==> config.mk <==
export PLATFORM = sky130hd
export DESIGN_NAME = tty_output_postprocessor_top
export DESIGN_NICKNAME = d
export VERILOG_FILES = /design/src/hdl/ttyop_pkg.sv /design/src/hdl/tty_output_postprocessor_top.sv /design/src/hdl/ttyop_front.sv /design/src/hdl/ttyop_fifo.sv /design/src/hdl/ttyop_back.sv
export SDC_FILE = /design/constraint.sdc
export NUM_CORES = 1
export LEC_CHECK = 0
export ABC_AREA = 0
export CELL_PAD_IN_SITES_DETAIL_PLACEMENT = 1
export CELL_PAD_IN_SITES_GLOBAL_PLACEMENT = 1
export CORE_MARGIN = 2
export CORE_UTILIZATION = 25
export DETAILED_ROUTE_END_ITERATION = 8
export DONT_BUFFER_PORTS = 1
export PLACE_DENSITY = 0.54
export SLEW_MARGIN = 10
export SYNTH_ARGS = -nofsm -noshare
export SYNTH_HDL_FRONTEND = slang
export SYNTH_HIERARCHICAL = 1
export SYNTH_SLANG_ARGS = --single-unit
==> constraint.sdc <==
create_clock -name clk -period 6.4 [get_ports clk]
set_input_delay 0.64 -clock clk [delete_from_list [all_inputs] [get_ports clk]]
set_output_delay 0.64 -clock clk [all_outputs]
set_load 0.02 [all_outputs]
==> src/hdl/ttyop_pkg.sv <==
// Package with shared types, character codes and escape tables for the tty output post-processor.
`timescale 1ns / 1ps

package ttyop_pkg;

  // Character codes.
  localparam logic [7:0] CH_NUL     = 8'h00;
  localparam logic [7:0] CH_BS      = 8'h08;
  localparam logic [7:0] CH_TAB     = 8'h09;
  localparam logic [7:0] CH_LF      = 8'h0A;
  localparam logic [7:0] CH_VT      = 8'h0B;
  localparam logic [7:0] CH_FF      = 8'h0C;
  localparam logic [7:0] CH_CR      = 8'h0D;
  localparam logic [7:0] CH_SPACE   = 8'h20;
  localparam logic [7:0] CH_DEL     = 8'h7F;
  localparam logic [7:0] CH_BSLASH  = 8'h5C;
  localparam logic [7:0] CH_UPPER_A = 8'h41;
  localparam logic [7:0] CH_UPPER_Z = 8'h5A;
  localparam logic [7:0] CH_LOWER_A = 8'h61;
  localparam logic [7:0] CH_LOWER_Z = 8'h7A;
  localparam logic [7:0] CASE_OFFSET = 8'd32;
  localparam logic [7:0] DELAY_MARK = 8'h80;

  // Delay amounts in ticks.
  localparam logic [6:0] DLY_BS       = 7'd2;
  localparam logic [6:0] DLY_TAB      = 7'd2;
  localparam logic [6:0] DLY_NL       = 7'd5;
  localparam logic [6:0] DLY_CR_SHORT = 7'd5;
  localparam logic [6:0] DLY_CR_LONG  = 7'd9;
  localparam logic [6:0] DLY_CR_BASE  = 7'd3;
  localparam logic [6:0] DLY_CR_MIN   = 7'd6;
  localparam logic [6:0] DLY_PAGE     = 7'h7F;
  localparam logic [6:0] DLY_FILL_MAX = 7'd32;
  localparam logic [6:0] DLY_ONE_FILL = 7'd3;
  localparam logic [3:0] TAB_MIN_DLY  = 4'd5;
  localparam logic [3:0] TAB_STOP     = 4'd8;

  // Register indexes on the configuration port.
  localparam logic [2:0] REG_POST_ENABLE  = 3'd0;
  localparam logic [2:0] REG_CASE_MODE    = 3'd1;
  localparam logic [2:0] REG_NEWLINE_MODE = 3'd2;
  localparam logic [2:0] REG_FILL_MODE    = 3'd3;
  localparam logic [2:0] REG_CR_DELAY     = 3'd4;
  localparam logic [2:0] REG_TAB_DELAY    = 3'd5;
  localparam logic [2:0] REG_MISC_DELAYS  = 3'd6;

  // Delay kinds for carriage return and tab.
  localparam logic [1:0] CRD_NONE   = 2'd0;
  localparam logic [1:0] CRD_COLUMN = 2'd1;
  localparam logic [1:0] CRD_SHORT  = 2'd2;
  localparam logic [1:0] CRD_LONG   = 2'd3;
  localparam logic [1:0] TABD_NONE   = 2'd0;
  localparam logic [1:0] TABD_COLUMN = 2'd1;
  localparam logic [1:0] TABD_FIXED  = 2'd2;
  localparam logic [1:0] TABD_EXPAND = 2'd3;

  // Descriptor queue between the front and back ends.
  localparam int Q_DEPTH = 2;
  localparam int Q_PTR_W = 1;   // pointers wrap naturally at Q_DEPTH
  localparam int Q_CNT_W = 2;

  typedef struct packed {
    logic       post_enable;
    logic [1:0] case_mode;
    logic [3:0] newline_mode;
    logic [1:0] fill_mode;
    logic [1:0] cr_delay;
    logic [1:0] tab_delay;
    logic [3:0] misc_delays;
  } ttyop_cfg_t;

  // One input byte's output run: optional prefix byte, a repeated main byte,
  // and up to two trailing delay bytes.
  typedef struct packed {
    logic       pre_en;
    logic [7:0] pre_byte;
    logic [7:0] main_byte;
    logic [2:0] main_rep;   // repeat count minus one
    logic [1:0] suf_cnt;
    logic [7:0] suf0;
    logic [7:0] suf1;
  } ttyop_desc_t;

  // Upper-case-only terminal escapes: the character that follows the backslash.
  function automatic logic esc_hit(input logic [7:0] c);
    logic hit;
    case (c)
      8'h7B, 8'h7D, 8'h7C, 8'h7E, 8'h60, 8'h5C: hit = 1'b1;
      default: hit = 1'b0;
    endcase
    return hit;
  endfunction

  function automatic logic [7:0] esc_map(input logic [7:0] c);
    logic [7:0] m;
    case (c)
      8'h7B:   m = 8'h28;
      8'h7D:   m = 8'h29;
      8'h7C:   m = 8'h21;
      8'h7E:   m = 8'h5E;
      8'h60:   m = 8'h27;
      8'h5C:   m = 8'h5C;
      default: m = c;
    endcase
    return m;
  endfunction

endpackage

==> src/hdl/tty_output_postprocessor_top.sv <==
// Top level of the tty output post-processor: configuration, front end, queue, back end.
//
// Usage: each input transaction (in_valid high, in_stall low) carries one byte
// headed for a terminal. The block returns the bytes to send, one output
// transaction per byte, with out_last set on the final byte of each input.
// A carriage return at column zero may be suppressed entirely, in which case
// that input yields no output transaction at all.
// With the queue and output register empty, an accepted input is written into
// the queue first and its first byte is then loaded into the output register.
// Throughput: one input per cycle while each input makes a single byte and the
// receiver does not stall. An input that makes N bytes (escapes, CR-LF, fill or delay
// codes, up to eight spaces for a tab) sends them through the output register in turn.
// The front end keeps accepting while the two-entry descriptor queue has room.
// Reset (rst_n low at a clock edge) empties the queue, drops any pending output,
// clears the column and restores register defaults. When the receiver stalls,
// the output byte holds, the queue fills, and in_stall rises once it is full.
// Configuration writes are always ready; they should be issued while idle.
`timescale 1ns / 1ps

module tty_output_postprocessor_top
  import ttyop_pkg::*;
(
  input  logic       clk,
  input  logic       rst_n,
  input  logic       in_valid,
  output logic       in_stall,
  input  logic [7:0] in_char_in,
  output logic       out_valid,
  input  logic       out_stall,
  output logic [7:0] out_byte,
  output logic       out_last,
  input  logic       cfg_valid,
  output logic       cfg_ready,
  input  logic [2:0] cfg_index,
  input  logic [3:0] cfg_data
);

  ttyop_cfg_t  cfg_r;
  ttyop_cfg_t  cfg_nxt;
  ttyop_desc_t front_desc;
  ttyop_desc_t q_head;
  logic        front_push_ok;
  logic        in_accept;
  logic        q_push;
  logic        q_pop;
  logic        q_full;
  logic        q_empty;

  // Configuration registers keep only the low bits of their width.
  assign cfg_ready = 1'b1;

  always_comb begin
    cfg_nxt = cfg_r;
    if (cfg_valid && cfg_ready) begin
      case (cfg_index)
        REG_POST_ENABLE:  cfg_nxt.post_enable  = cfg_data[0];
        REG_CASE_MODE:    cfg_nxt.case_mode    = cfg_data[1:0];
        REG_NEWLINE_MODE: cfg_nxt.newline_mode = cfg_data;
        REG_FILL_MODE:    cfg_nxt.fill_mode    = cfg_data[1:0];
        REG_CR_DELAY:     cfg_nxt.cr_delay     = cfg_data[1:0];
        REG_TAB_DELAY:    cfg_nxt.tab_delay    = cfg_data[1:0];
        REG_MISC_DELAYS:  cfg_nxt.misc_delays  = cfg_data;
        default:          cfg_nxt = cfg_r;
      endcase
    end
  end

  always_ff @(posedge clk) begin
    if (!rst_n) begin
      cfg_r.post_enable  <= 1'b1;
      cfg_r.case_mode    <= 2'd0;
      cfg_r.newline_mode <= 4'd1;
      cfg_r.fill_mode    <= 2'd0;
      cfg_r.cr_delay     <= CRD_NONE;
      cfg_r.tab_delay    <= TABD_NONE;
      cfg_r.misc_delays  <= 4'd0;
    end else begin
      cfg_r <= cfg_nxt;
    end
  end

  // The front end accepts whenever the queue has a free slot.
  assign in_stall  = q_full;
  assign in_accept = in_valid && !in_stall;
  assign q_push    = in_accept && front_push_ok;

  ttyop_front u_front (
    .clk     (clk),
    .rst_n   (rst_n),
    .cfg     (cfg_r),
    .accept  (in_accept),
    .char_in (in_char_in),
    .push_ok (front_push_ok),
    .desc    (front_desc)
  );

  ttyop_fifo u_fifo (
    .clk   (clk),
    .rst_n (rst_n),
    .push  (q_push),
    .din   (front_desc),
    .pop   (q_pop),
    .dout  (q_head),
    .full  (q_full),
    .empty (q_empty)
  );

  ttyop_back u_back (
    .clk       (clk),
    .rst_n     (rst_n),
    .head      (q_head),
    .q_empty   (q_empty),
    .q_pop     (q_pop),
    .out_stall (out_stall),
    .out_valid (out_valid),
    .out_byte  (out_byte),
    .out_last  (out_last)
  );

`ifndef SYNTHESIS
  // A byte accepted in raw mode always leaves a descriptor in the queue.
  a_raw_queued: assert property (@(posedge clk) disable iff (!rst_n)
    in_accept && !cfg_r.post_enable |=> !q_empty)
    else $error("raw transaction did not reach the queue");

  // Retiring a descriptor loads the final byte of its run.
  a_pop_last: assert property (@(posedge clk) disable iff (!rst_n)
    q_pop |=> out_valid && out_last)
    else $error("descriptor retired without a final byte");

  // The input side only stalls when the queue holds work.
  a_stall_busy: assert property (@(posedge clk) disable iff (!rst_n)
    in_stall |-> !q_empty)
    else $error("input stalled with an empty queue");
`endif

endmodule

==> src/hdl/ttyop_front.sv <==
// Front end: classifies each accepted byte, tracks the column and builds a run descriptor.
`timescale 1ns / 1ps

module ttyop_front
  import ttyop_pkg::*;
(
  input  logic        clk,
  input  logic        rst_n,
  input  ttyop_cfg_t  cfg,
  input  logic        accept,
  input  logic [7:0]  char_in,
  output logic        push_ok,
  output ttyop_desc_t desc
);

  logic [7:0] column_r;
  logic [7:0] column_nxt;
  logic [7:0] c;
  logic [7:0] sent;
  logic [6:0] d;
  logic [6:0] cr_col_dly;
  logic [3:0] sp;
  logic [7:0] fill_byte;
  logic       do_cr;
  logic       do_nl;
  logic       expand;

  always_comb begin
    desc       = '0;
    push_ok    = 1'b1;
    column_nxt = column_r;
    c          = char_in;
    sent       = char_in;
    d          = '0;
    do_cr      = 1'b0;
    do_nl      = 1'b0;
    expand     = 1'b0;
    sp         = TAB_STOP - {1'b0, column_r[2:0]};
    cr_col_dly = '0;
    fill_byte  = cfg.fill_mode[1] ? CH_DEL : CH_NUL;

    if (!cfg.post_enable) begin
      desc.main_byte = char_in;
    end else if (char_in[7]) begin
      // The delay marker itself is doubled so the receiver can tell it apart.
      desc.pre_en    = (char_in == DELAY_MARK);
      desc.pre_byte  = DELAY_MARK;
      desc.main_byte = char_in;
    end else begin
      if (cfg.case_mode[1]) begin
        if (esc_hit(c)) begin
          desc.pre_en   = 1'b1;
          desc.pre_byte = CH_BSLASH;
          column_nxt    = column_nxt + 8'd1;
          c             = esc_map(c);
        end
        if (c >= CH_UPPER_A && c <= CH_UPPER_Z) begin
          desc.pre_en   = 1'b1;
          desc.pre_byte = CH_BSLASH;
          column_nxt    = column_nxt + 8'd1;
        end
      end
      if (cfg.case_mode[0] && c >= CH_LOWER_A && c <= CH_LOWER_Z) begin
        c = c - CASE_OFFSET;
      end
      sent = c;

      case (c)
        CH_BS: begin
          if (cfg.misc_delays[1]) begin
            d = DLY_BS;
          end
          if (column_nxt != 8'd0) begin
            column_nxt = column_nxt - 8'd1;
          end
        end
        CH_LF: begin
          if (cfg.newline_mode[3]) begin
            do_cr = 1'b1;
          end else if (cfg.newline_mode[0]) begin
            if (!(cfg.newline_mode[2] && column_nxt == 8'd0)) begin
              desc.pre_en   = 1'b1;
              desc.pre_byte = CH_CR;
            end
            do_cr = 1'b1;
          end else begin
            do_nl = 1'b1;
          end
        end
        CH_TAB: begin
          column_nxt = column_nxt + {4'd0, sp};
          case (cfg.tab_delay)
            TABD_COLUMN: d = (sp < TAB_MIN_DLY) ? 7'd0 : {3'd0, sp};
            TABD_FIXED:  d = DLY_TAB;
            TABD_EXPAND: expand = 1'b1;
            default:     d = '0;
          endcase
        end
        CH_VT: begin
          if (cfg.misc_delays[2]) begin
            d = DLY_PAGE;
          end
        end
        CH_CR: begin
          if (cfg.newline_mode[1]) begin
            sent  = CH_LF;
            do_nl = 1'b1;
          end else if (cfg.newline_mode[2] && column_nxt == 8'd0) begin
            push_ok = 1'b0;
          end else begin
            do_cr = 1'b1;
          end
        end
        CH_FF: begin
          if (cfg.misc_delays[3]) begin
            d = DLY_PAGE;
          end
        end
        default: begin
          if (c >= CH_SPACE && c < CH_DEL) begin
            column_nxt = column_nxt + 8'd1;
          end
        end
      endcase

      if (do_nl && cfg.misc_delays[0]) begin
        d = DLY_NL;
      end
      if (do_cr) begin
        cr_col_dly = {3'd0, column_nxt[7:4]} + DLY_CR_BASE;
        case (cfg.cr_delay)
          CRD_COLUMN: begin
            if (column_nxt != 8'd0) begin
              d = (cr_col_dly < DLY_CR_MIN) ? DLY_CR_MIN : cr_col_dly;
            end
          end
          CRD_SHORT: d = DLY_CR_SHORT;
          CRD_LONG:  d = DLY_CR_LONG;
          default:   d = d;
        endcase
        column_nxt = 8'd0;
      end

      if (expand) begin
        // Tab expansion sends only spaces, no tab byte and no delay.
        desc.main_byte = CH_SPACE;
        desc.main_rep  = 3'(sp - 4'd1);
      end else begin
        desc.main_byte = sent;
        if (d != 7'd0) begin
          if (d < DLY_FILL_MAX && cfg.fill_mode[0]) begin
            desc.suf_cnt = (d > DLY_ONE_FILL) ? 2'd2 : 2'd1;
            desc.suf0    = fill_byte;
            desc.suf1    = fill_byte;
          end else begin
            desc.suf_cnt = 2'd2;
            desc.suf0    = DELAY_MARK;
            desc.suf1    = {1'b1, d};
          end
        end
      end
    end
  end

  always_ff @(posedge clk) begin
    if (!rst_n) begin
      column_r <= '0;
    end else if (accept) begin
      column_r <= column_nxt;
    end
  end

endmodule

==> src/hdl/ttyop_fifo.sv <==
// Short descriptor queue that decouples the front end from the back end.
`timescale 1ns / 1ps

module ttyop_fifo
  import ttyop_pkg::*;
(
  input  logic        clk,
  input  logic        rst_n,
  input  logic        push,
  input  ttyop_desc_t din,
  input  logic        pop,
  output ttyop_desc_t dout,
  output logic        full,
  output logic        empty
);

  ttyop_desc_t        mem_r [Q_DEPTH];
  logic [Q_PTR_W-1:0] wr_ptr_r;
  logic [Q_PTR_W-1:0] rd_ptr_r;
  logic [Q_CNT_W-1:0] cnt_r;
  logic [Q_CNT_W-1:0] cnt_nxt;

  assign full  = (cnt_r == Q_CNT_W'(Q_DEPTH));
  assign empty = (cnt_r == '0);
  assign dout  = mem_r[rd_ptr_r];

  always_comb begin
    cnt_nxt = cnt_r;
    if (push && !pop) begin
      cnt_nxt = cnt_r + Q_CNT_W'(1);
    end else if (pop && !push) begin
      cnt_nxt = cnt_r - Q_CNT_W'(1);
    end
  end

  always_ff @(posedge clk) begin
    if (push) begin
      mem_r[wr_ptr_r] <= din;
    end
  end

  always_ff @(posedge clk) begin
    if (!rst_n) begin
      wr_ptr_r <= '0;
      rd_ptr_r <= '0;
      cnt_r    <= '0;
    end else begin
      if (push) begin
        wr_ptr_r <= wr_ptr_r + 1'b1;
      end
      if (pop) begin
        rd_ptr_r <= rd_ptr_r + 1'b1;
      end
      cnt_r <= cnt_nxt;
    end
  end

endmodule

==> src/hdl/ttyop_back.sv <==
// Back end: feeds the output register one head-descriptor byte per unstalled cycle.
`timescale 1ns / 1ps

module ttyop_back
  import ttyop_pkg::*;
(
  input  logic        clk,
  input  logic        rst_n,
  input  ttyop_desc_t head,
  input  logic        q_empty,
  output logic        q_pop,
  input  logic        out_stall,
  output logic        out_valid,
  output logic [7:0]  out_byte,
  output logic        out_last
);

  logic [2:0] idx_r;
  logic [2:0] idx_nxt;
  logic       out_valid_r;
  logic       out_valid_nxt;
  logic [7:0] out_byte_r;
  logic       out_last_r;
  logic       load;
  logic [3:0] idx;
  logic [3:0] n_pre;
  logic [3:0] end_main;
  logic [3:0] total;
  logic [7:0] cur_byte;
  logic       cur_last;

  assign idx      = {1'b0, idx_r};
  assign n_pre    = {3'd0, head.pre_en};
  assign end_main = n_pre + {1'b0, head.main_rep} + 4'd1;
  assign total    = end_main + {2'd0, head.suf_cnt};
  assign cur_last = (idx == total - 4'd1);

  always_comb begin
    if (idx < n_pre) begin
      cur_byte = head.pre_byte;
    end else if (idx < end_main) begin
      cur_byte = head.main_byte;
    end else if (idx == end_main) begin
      cur_byte = head.suf0;
    end else begin
      cur_byte = head.suf1;
    end
  end

  assign load          = !q_empty && (!out_valid_r || !out_stall);
  assign q_pop         = load && cur_last;
  assign out_valid_nxt = load || (out_valid_r && out_stall);
  assign idx_nxt       = !load ? idx_r : (cur_last ? 3'd0 : idx_r + 3'd1);

  always_ff @(posedge clk) begin
    if (load) begin
      out_byte_r <= cur_byte;
      out_last_r <= cur_last;
    end
  end

  always_ff @(posedge clk) begin
    if (!rst_n) begin
      idx_r       <= '0;
      out_valid_r <= 1'b0;
    end else begin
      idx_r       <= idx_nxt;
      out_valid_r <= out_valid_nxt;
    end
  end

  assign out_valid = out_valid_r;
  assign out_byte  = out_byte_r;
  assign out_last  = out_last_r;

endmodule
==> results of run 1 <==
-- cells in the final DEF (no fill, tap or decap), types with 11 or more instances in the layout --
cell,Yosys,final
nor3_1,25,25
ha_1,25,25
xnor2_1,15,15
and3_1,11,11
dfxtp_1,34,34
a211oi_1,13,13
inv_1,38,38
o21ai_0,18,18
and2_1,13,12
nor2b_1,18,17
nor2_1,32,32
nand3_1,22,22
o221ai_1,11,11
nand2_1,74,74
clkbuf_16,0,17
mux2i_1,29,29
buf_4,15,35
mux2_2,39,39
o211ai_1,13,13
a31oi_1,13,13
nand4_1,13,13
a21oi_1,28,28
edfxtp_1,85,85
-- critical path, stage by stage --
cell	delay (ns)
or4_1	0.56
a21o_4	0.23
nand2_1	0.15
nand2_1	0.07
o21ai_0	0.08
ha_1	0.16
or4b_4	0.47
o211ai_1	0.20
and2_1	0.17
inv_1	0.06
ha_1	0.33
a21o_1	0.13
a21oi_1	0.10
a211o_1	0.25
or4bb_1	0.47
o211ai_1	0.12
a211o_1	0.19
inv_2	0.06
ha_1	0.22
a221oi_1	0.33
o31ai_1	0.13
o31a_1	0.13
a31oi_1	0.28
buf_4	0.20
a31o_2	0.15
a211oi_1	0.07
buf_4	0.15
-- layout make-up --
cell class	count	area (µm²)	area share (%)
Timing Repair Buffer	35	263	2.80
Clock inverter	15	161	1.72
Clock buffer	17	425	4.54
Sequential cell	119	3230	34.5
Inverter	39	146	1.56
Tap cell	442	553	5.90
Multi-Input combinational cell	618	4590	49.0
-- logic make-up (layout without fill, tap and decap cells) --
family                     Yosys count  count (layout)  share of synthesized area [%]
other                                2               3                         0.0906
xor gates and xnor gates            26              26                           2.84
muxes                               68              68                           8.80
and+or+nand+nor                    279             279                           19.5
adders and majority gates           27              27                           4.26
buffers and inverters               92             106                           5.71
DFF                                119             119                           39.0
AOI/OAI and AO/OA                  215             215                           19.8
-- routing by layer --
layer	up-vias	global-route usage (%)	share of wire, %	routed length [µm]
met5	-	0	0	0
met4	0	6.08	3.0	767
met1	3297	19.3	46	11700
met3	33	2.09	2.1	528
li1	3190	-	-	-
met2	96	26.1	49	12400
-- flip-flops by register name, indices dropped and copies added, names as in the netlist, 2 cells and up, named ones only --
name	flops
u_front/column_r	8
u_back/idx_r	3
u_fifo/cnt_r	2
cfg_r	17
u_fifo/mem_r	76
u_back/out_byte	8
-- per-stage QoR --
stage / power (mW) / cell area, µm² / utilization [%] / hold slack [ns] / worst slack [ns]
2_1_floorplan: 1.74 / 8290 / - / 0.434 / 0.0829
3_3_place_gp: 1.94 / 8790 / 26.9 / 0.460 / 0.186
3_5_place_dp: 1.94 / 8790 / 26.9 / 0.465 / 0.0527
4_1_cts: 2.89 / 9370 / 28.7 / 0.340 / 0.499
5_1_grt: 3.02 / 9370 / 28.7 / 0.357 / 0.00579
6_report: 2.85 / 9370 / 28.7 / 0.367 / 0.454
-- how the worst max path moves through the flow --
stage / from / slack (ns) / endpoint
3_5_place_dp: in_char_in[2] / 0.05 / u_fifo/mem_r[0][6]$_DFFE_PP_
3_3_place_gp: in_char_in[2] / 0.19 / u_fifo/mem_r[1][9]$_DFFE_PP_
5_1_grt: in_char_in[2] / 0.006 / u_fifo/mem_r[0][6]$_DFFE_PP_
4_1_cts: in_char_in[2] / 0.50 / u_fifo/mem_r[0][1]$_DFFE_PP_
2_1_floorplan: in_char_in[4] / 0.08 / u_fifo/mem_r[0][10]$_DFFE_PP_
6_report: in_char_in[2] / 0.45 / u_fifo/mem_r[0][1]$_DFFE_PP_
-- power by group --
group / leakage [nW] / switching [mW] / internal, mW / total (mW)
Sequential: 1.09 / 0.0917 / 0.987 / 1.08
Combinational: 1.93 / 0.492 / 0.343 / 0.835
Clock: 0.280 / 0.386 / 0.551 / 0.938
==> flow_summary.json, run 1 <==
{
  "vias_per_cell": 5.15,
  "cts.sinks": 119,
  "area_growth_pct": 13.1,
  "ctsHoldBuffers": 0,
  "timing.rr.end": "u_fifo/mem_r[1][0]$_DFFE_PP_",
  "die_area_um2": 34600,
  "rsz0062_at_grt": "false",
  "core_region_area_um2": 32600,
  "fmax_ghz": 0.168,
  "avgSynthCellArea_um2": 10.0,
  "r2r_slack_ns": 0.81,
  "arrival_ns": 6.12,
  "synth_most_common_cell": "edfxtp_1",
  "run_status": "finished, final reports clean",
  "ys_seq_area_share_pct": 39.0,
  "setup.worst_path.end_class": "flop",
  "io_pins": 32,
  "finalCriticalPeriod_ns": 5.95,
  "numCtsBuffers": 17,
  "grt_overflow": 0,
  "vias": 6616,
  "start_kind": "input pin",
  "cts_setup_buffers": 0,
  "r2r_start": "cfg_r[15]$_SDFFE_PN0P_",
  "power_per_cell_area_nw_per_um2": 304,
  "tns_ns": 0,
  "path_class": "in2reg",
  "cts_root_buffer": "clkbuf_16",
  "min_delay_path_depth": 1,
  "synth_area_leaders": "edfxtp_1 (31%), dfxtp_1 (8.2%), mux2_2 (5.3%), ha_1 (3.8%), mux2i_1 (3.5%)",
  "netlist.area_leader.share_pct": 30.8,
  "totalWireLength_mm": 25.4,
  "ys_ff_latch": 119,
  "routabilityCongestion": 0.827,
  "netlist_area_um2": 8290,
  "start_util_pct": 25.4,
  "clk_pin_slew_ns": 0.06,
  "worst_pin_slew_ns": 1.04,
  "hpwl_mm": 19.5,
  "grt_pass1_wl_mm": 40.2,
  "post_drt_wl_per_cell_um": 19.8,
  "synth_edf_count": 85,
  "grtUsageTotal_pct": 15.2,
  "cp.required_ns": 6.57,
  "first_pass_iters": 4,
  "die_x_um": 186,
  "yosys_warnings": 6,
  "clkLatencyLatePin_ns": 0.42,
  "rr_worst_depth": 16,
  "drc": 0,
  "hold_viol_final": 0,
  "ys_top_cells_by_count": "edfxtp_1 (85), nand2_1 (74), mux2_2 (39), inv_1 (38), dfxtp_1 (34)",
  "period_share_pct": 92.9,
  "irDropWorstVdd_uv": 175,
  "die-height_um": 186,
  "ctsHtreeMaxLevel": 4,
  "ys.flop_type": "edfxtp_1",
  "drive_above_1_share_pct": 17.0,
  "post_cts_resized": 0,
  "max_slew_margin_pct": 30.3,
  "ant_nets": 0,
  "holdCritPathClass": "in2reg",
  "skew_ns": 0.0188,
  "nFillCells": 3700,
  "finalNetCount": 877,
  "syn_inst": 828,
  "antenna_found_initial": 0,
  "ys_types": 97,
  "cts_tree": "done",
  "holdPathEnd": "u_front/column_r[5]$_SDFFE_PN0P_",
  "portBuffers": 0,
  "maxSlewViolCount": 0,
  "cap_violations": 0,
  "synthArstFlopShare_pct": 0,
  "grt_max_degree": 42,
  "clockBufferDepth": 2,
  "synth_largest_area_cell": "edfxtp_1",
  "setup_viol": 0,
  "post-place-cells": 1253,
  "grt_pass1_vias": 6927,
  "fin_cells": 1285,
  "antenna_cells": 0,
  "fp-row-count": 66,
  "hp-start": "rst_n",
  "drt_iter0_markers": 374,
  "critPathMaxFanout": 22,
  "leakage_nw": 3.30
}
Power figures use the tool's default switching activity.
==> run 2: changes to the inputs <==
--- a/config.mk
+++ b/config.mk
@@ -12,7 +12,7 @@
 export CORE_UTILIZATION = 25
 export DETAILED_ROUTE_END_ITERATION = 8
 export DONT_BUFFER_PORTS = 1
-export PLACE_DENSITY = 0.54
+export PLACE_DENSITY = 0.44
 export SLEW_MARGIN = 10
 export SYNTH_ARGS = -nofsm -noshare
 export SYNTH_HDL_FRONTEND = slang
==> run 2 against run 1 <==
Effect of this change:
- sequential power hardly changed
- critical endpoint is now u_fifo/mem_r[0][12]$_DFFE_PP_
- clock power is 9.8% lower
- final cell count stayed put
- power is 2.7% lower
- clock skew is 0.010 ns lower
- combinational power is 0.7% higher
- non-clock buffer count is 1 higher
==> flow_summary.json, run 2 (synthesis gave the netlist of run 1 again) <==
{
  "run_status": "finished, final reports clean",
  "drive_above_1_share_pct": 16.3,
  "holdCritPathClass": "in2reg",
  "start_util_pct": 25.4,
  "cp.required_ns": 6.55,
  "finalCriticalPeriod_ns": 5.93,
  "ctsHtreeMaxLevel": 4,
  "cts_tree": "done",
  "antenna_found_initial": 0,
  "setup_viol": 0,
  "cap_violations": 0,
  "final_cell_mix": "edfxtp_1 (85), nand2_1 (74), mux2_2 (39)",
  "io_pins": 32,
  "cts_root_buffer": "clkbuf_16",
  "skew_ns": 0.00862,
  "cts.sinks": 119,
  "drt_iter0_markers": 435,
  "area_growth_pct": 12.8,
  "irDropWorstVdd_uv": 174,
  "cpPeakStageDelay_ns": 0.57,
  "arrival_ns": 6.08,
  "crit_top_cell": "ha_1",
  "nFillCells": 3671,
  "grt_overflow": 0,
  "maxSlewViolCount": 0,
  "drc": 0,
  "numCtsBuffers": 17,
  "rsz0062_at_grt": "false",
  "portBuffers": 0,
  "vias_per_cell": 5.27,
  "post-place-cells": 1253,
  "clkLatencyLatePin_ns": 0.41,
  "die-height_um": 186,
  "fp-row-count": 66,
  "cp_slowest_cell": "or4bb_1",
  "path_class": "in2reg",
  "cts_setup_buffers": 0,
  "final_common_cell": "edfxtp_1",
  "vias": 6768,
  "worst_pin_slew_ns": 1.00,
  "clk_pin_slew_ns": 0.05,
  "fin_cells": 1285,
  "top_register": "u_fifo/mem_r",
  "start_kind": "input pin",
  "crit_family": "compound AO/OA/AOI/OAI gates",
  "reg_top3": "u_fifo/mem_r: 76 flops, cfg_r: 17 flops",
  "antenna_cells": 0,
  "hpwl_mm": 21.0,
  "grt_pass1_vias": 7016,
  "leakage_nw": 3.29,
  "period_share_pct": 92.6,
  "first_pass_iters": 4,
  "post_drt_wl_per_cell_um": 21.0,
  "totalWireLength_mm": 27.0,
  "cp_num_buf_inv": 3,
  "max_slew_margin_pct": 33.0,
  "finalNetCount": 878,
  "critPathMaxFanout": 19,
  "hold_ws_ns": 0.373,
  "hold_viol_final": 0,
  "grt_max_degree": 42,
  "core_region_area_um2": 32600,
  "die_x_um": 186,
  "fmax_ghz": 0.169,
  "grt_pass1_wl_mm": 42.3,
  "largest_register_ff_count": 76,
  "routabilityCongestion": 0.877,
  "grtUsageTotal_pct": 16.3,
  "setup.worst_path.end_class": "flop",
  "clockBufferDepth": 2,
  "ant_nets": 0,
  "die_area_um2": 34600,
  "power_per_cell_area_nw_per_um2": 297
}
==> run 2: changes by cell type in the layout (fill, tap and decap cells not counted), sizes merged <==
| cell | previous run | this run |
|---|---|---|
| inv | 47 | 39 |
| clkinv | 3 | 9 |
| buf | 35 | 36 |
| clkbuf | 17 | 20 |
| clkinvlp | 3 | 1 |
==> run 2: worst paths after layout <==
kind | start | to | slack [ns] | cells after the start
setup / recovery | in_char_in[0] | u_fifo/mem_r[0][12]$_DFFE_PP_ | 0.47 | 26
hold reg to reg | cfg_r[0]$_SDFFE_PN0P_ | cfg_r[0]$_SDFFE_PN0P_ | 0.47 | 2
setup reg to reg | u_front/column_r[0]$_SDFFE_PN0P_ | u_fifo/mem_r[0][12]$_DFFE_PP_ | 0.78 | 25
hold / removal | rst_n | u_front/column_r[5]$_SDFFE_PN0P_ | 0.37 | 1
==> run 2: per-layer routing <==
layer / global-route usage [%] / wire (µm)
met5: 0 / 0
met4: 8.00 / 1200
met3: 2.47 / 522
met2: 27.3 / 12900
met1: 20.4 / 12400
==> run 2: repair_timing <==
item | CTS | global route
gates resized for setup | 0 | 2
hold buffers | 0 | 0
endpoints found under the setup margin | 0 | 20
==> run 2: area by class of cell <==
class                      instances  area (µm²)  share of cell area (%)
tap                              442         553                    5.92
clock buffer                      20         437                    4.67
timing repair buffer              36         290                    3.11
sequential                       119        3230                    34.6
multi-input combinational        618        4600                    49.2
clock inverter                    11        85.1                   0.911
inverter                          39         146                    1.57
==> run 2: through the flow <==
step / total power, mW / setup slack (ns) / setup TNS, ns / utilization [%] / cell area [µm²]
after global placement: 1.93 / 0.138 / 0 / 26.9 / 8790
after global routing: 2.95 / 0.0521 / 0 / 28.6 / 9340
final: 2.77 / 0.472 / 0 / 28.6 / 9340
after CTS: 2.82 / 0.446 / 0 / 28.5 / 9310
after detailed placement: 1.95 / -0.00317 / -0.0403 / 26.9 / 8790
after floorplan: 1.74 / 0.0829 / 0 / - / 8290
==> run 2: report_power, final <==
group / switching (mW) / internal [mW] / total, mW
Clock: 0.323 / 0.523 / 0.846
Combinational: 0.491 / 0.350 / 0.841
Sequential: 0.0996 / 0.988 / 1.09
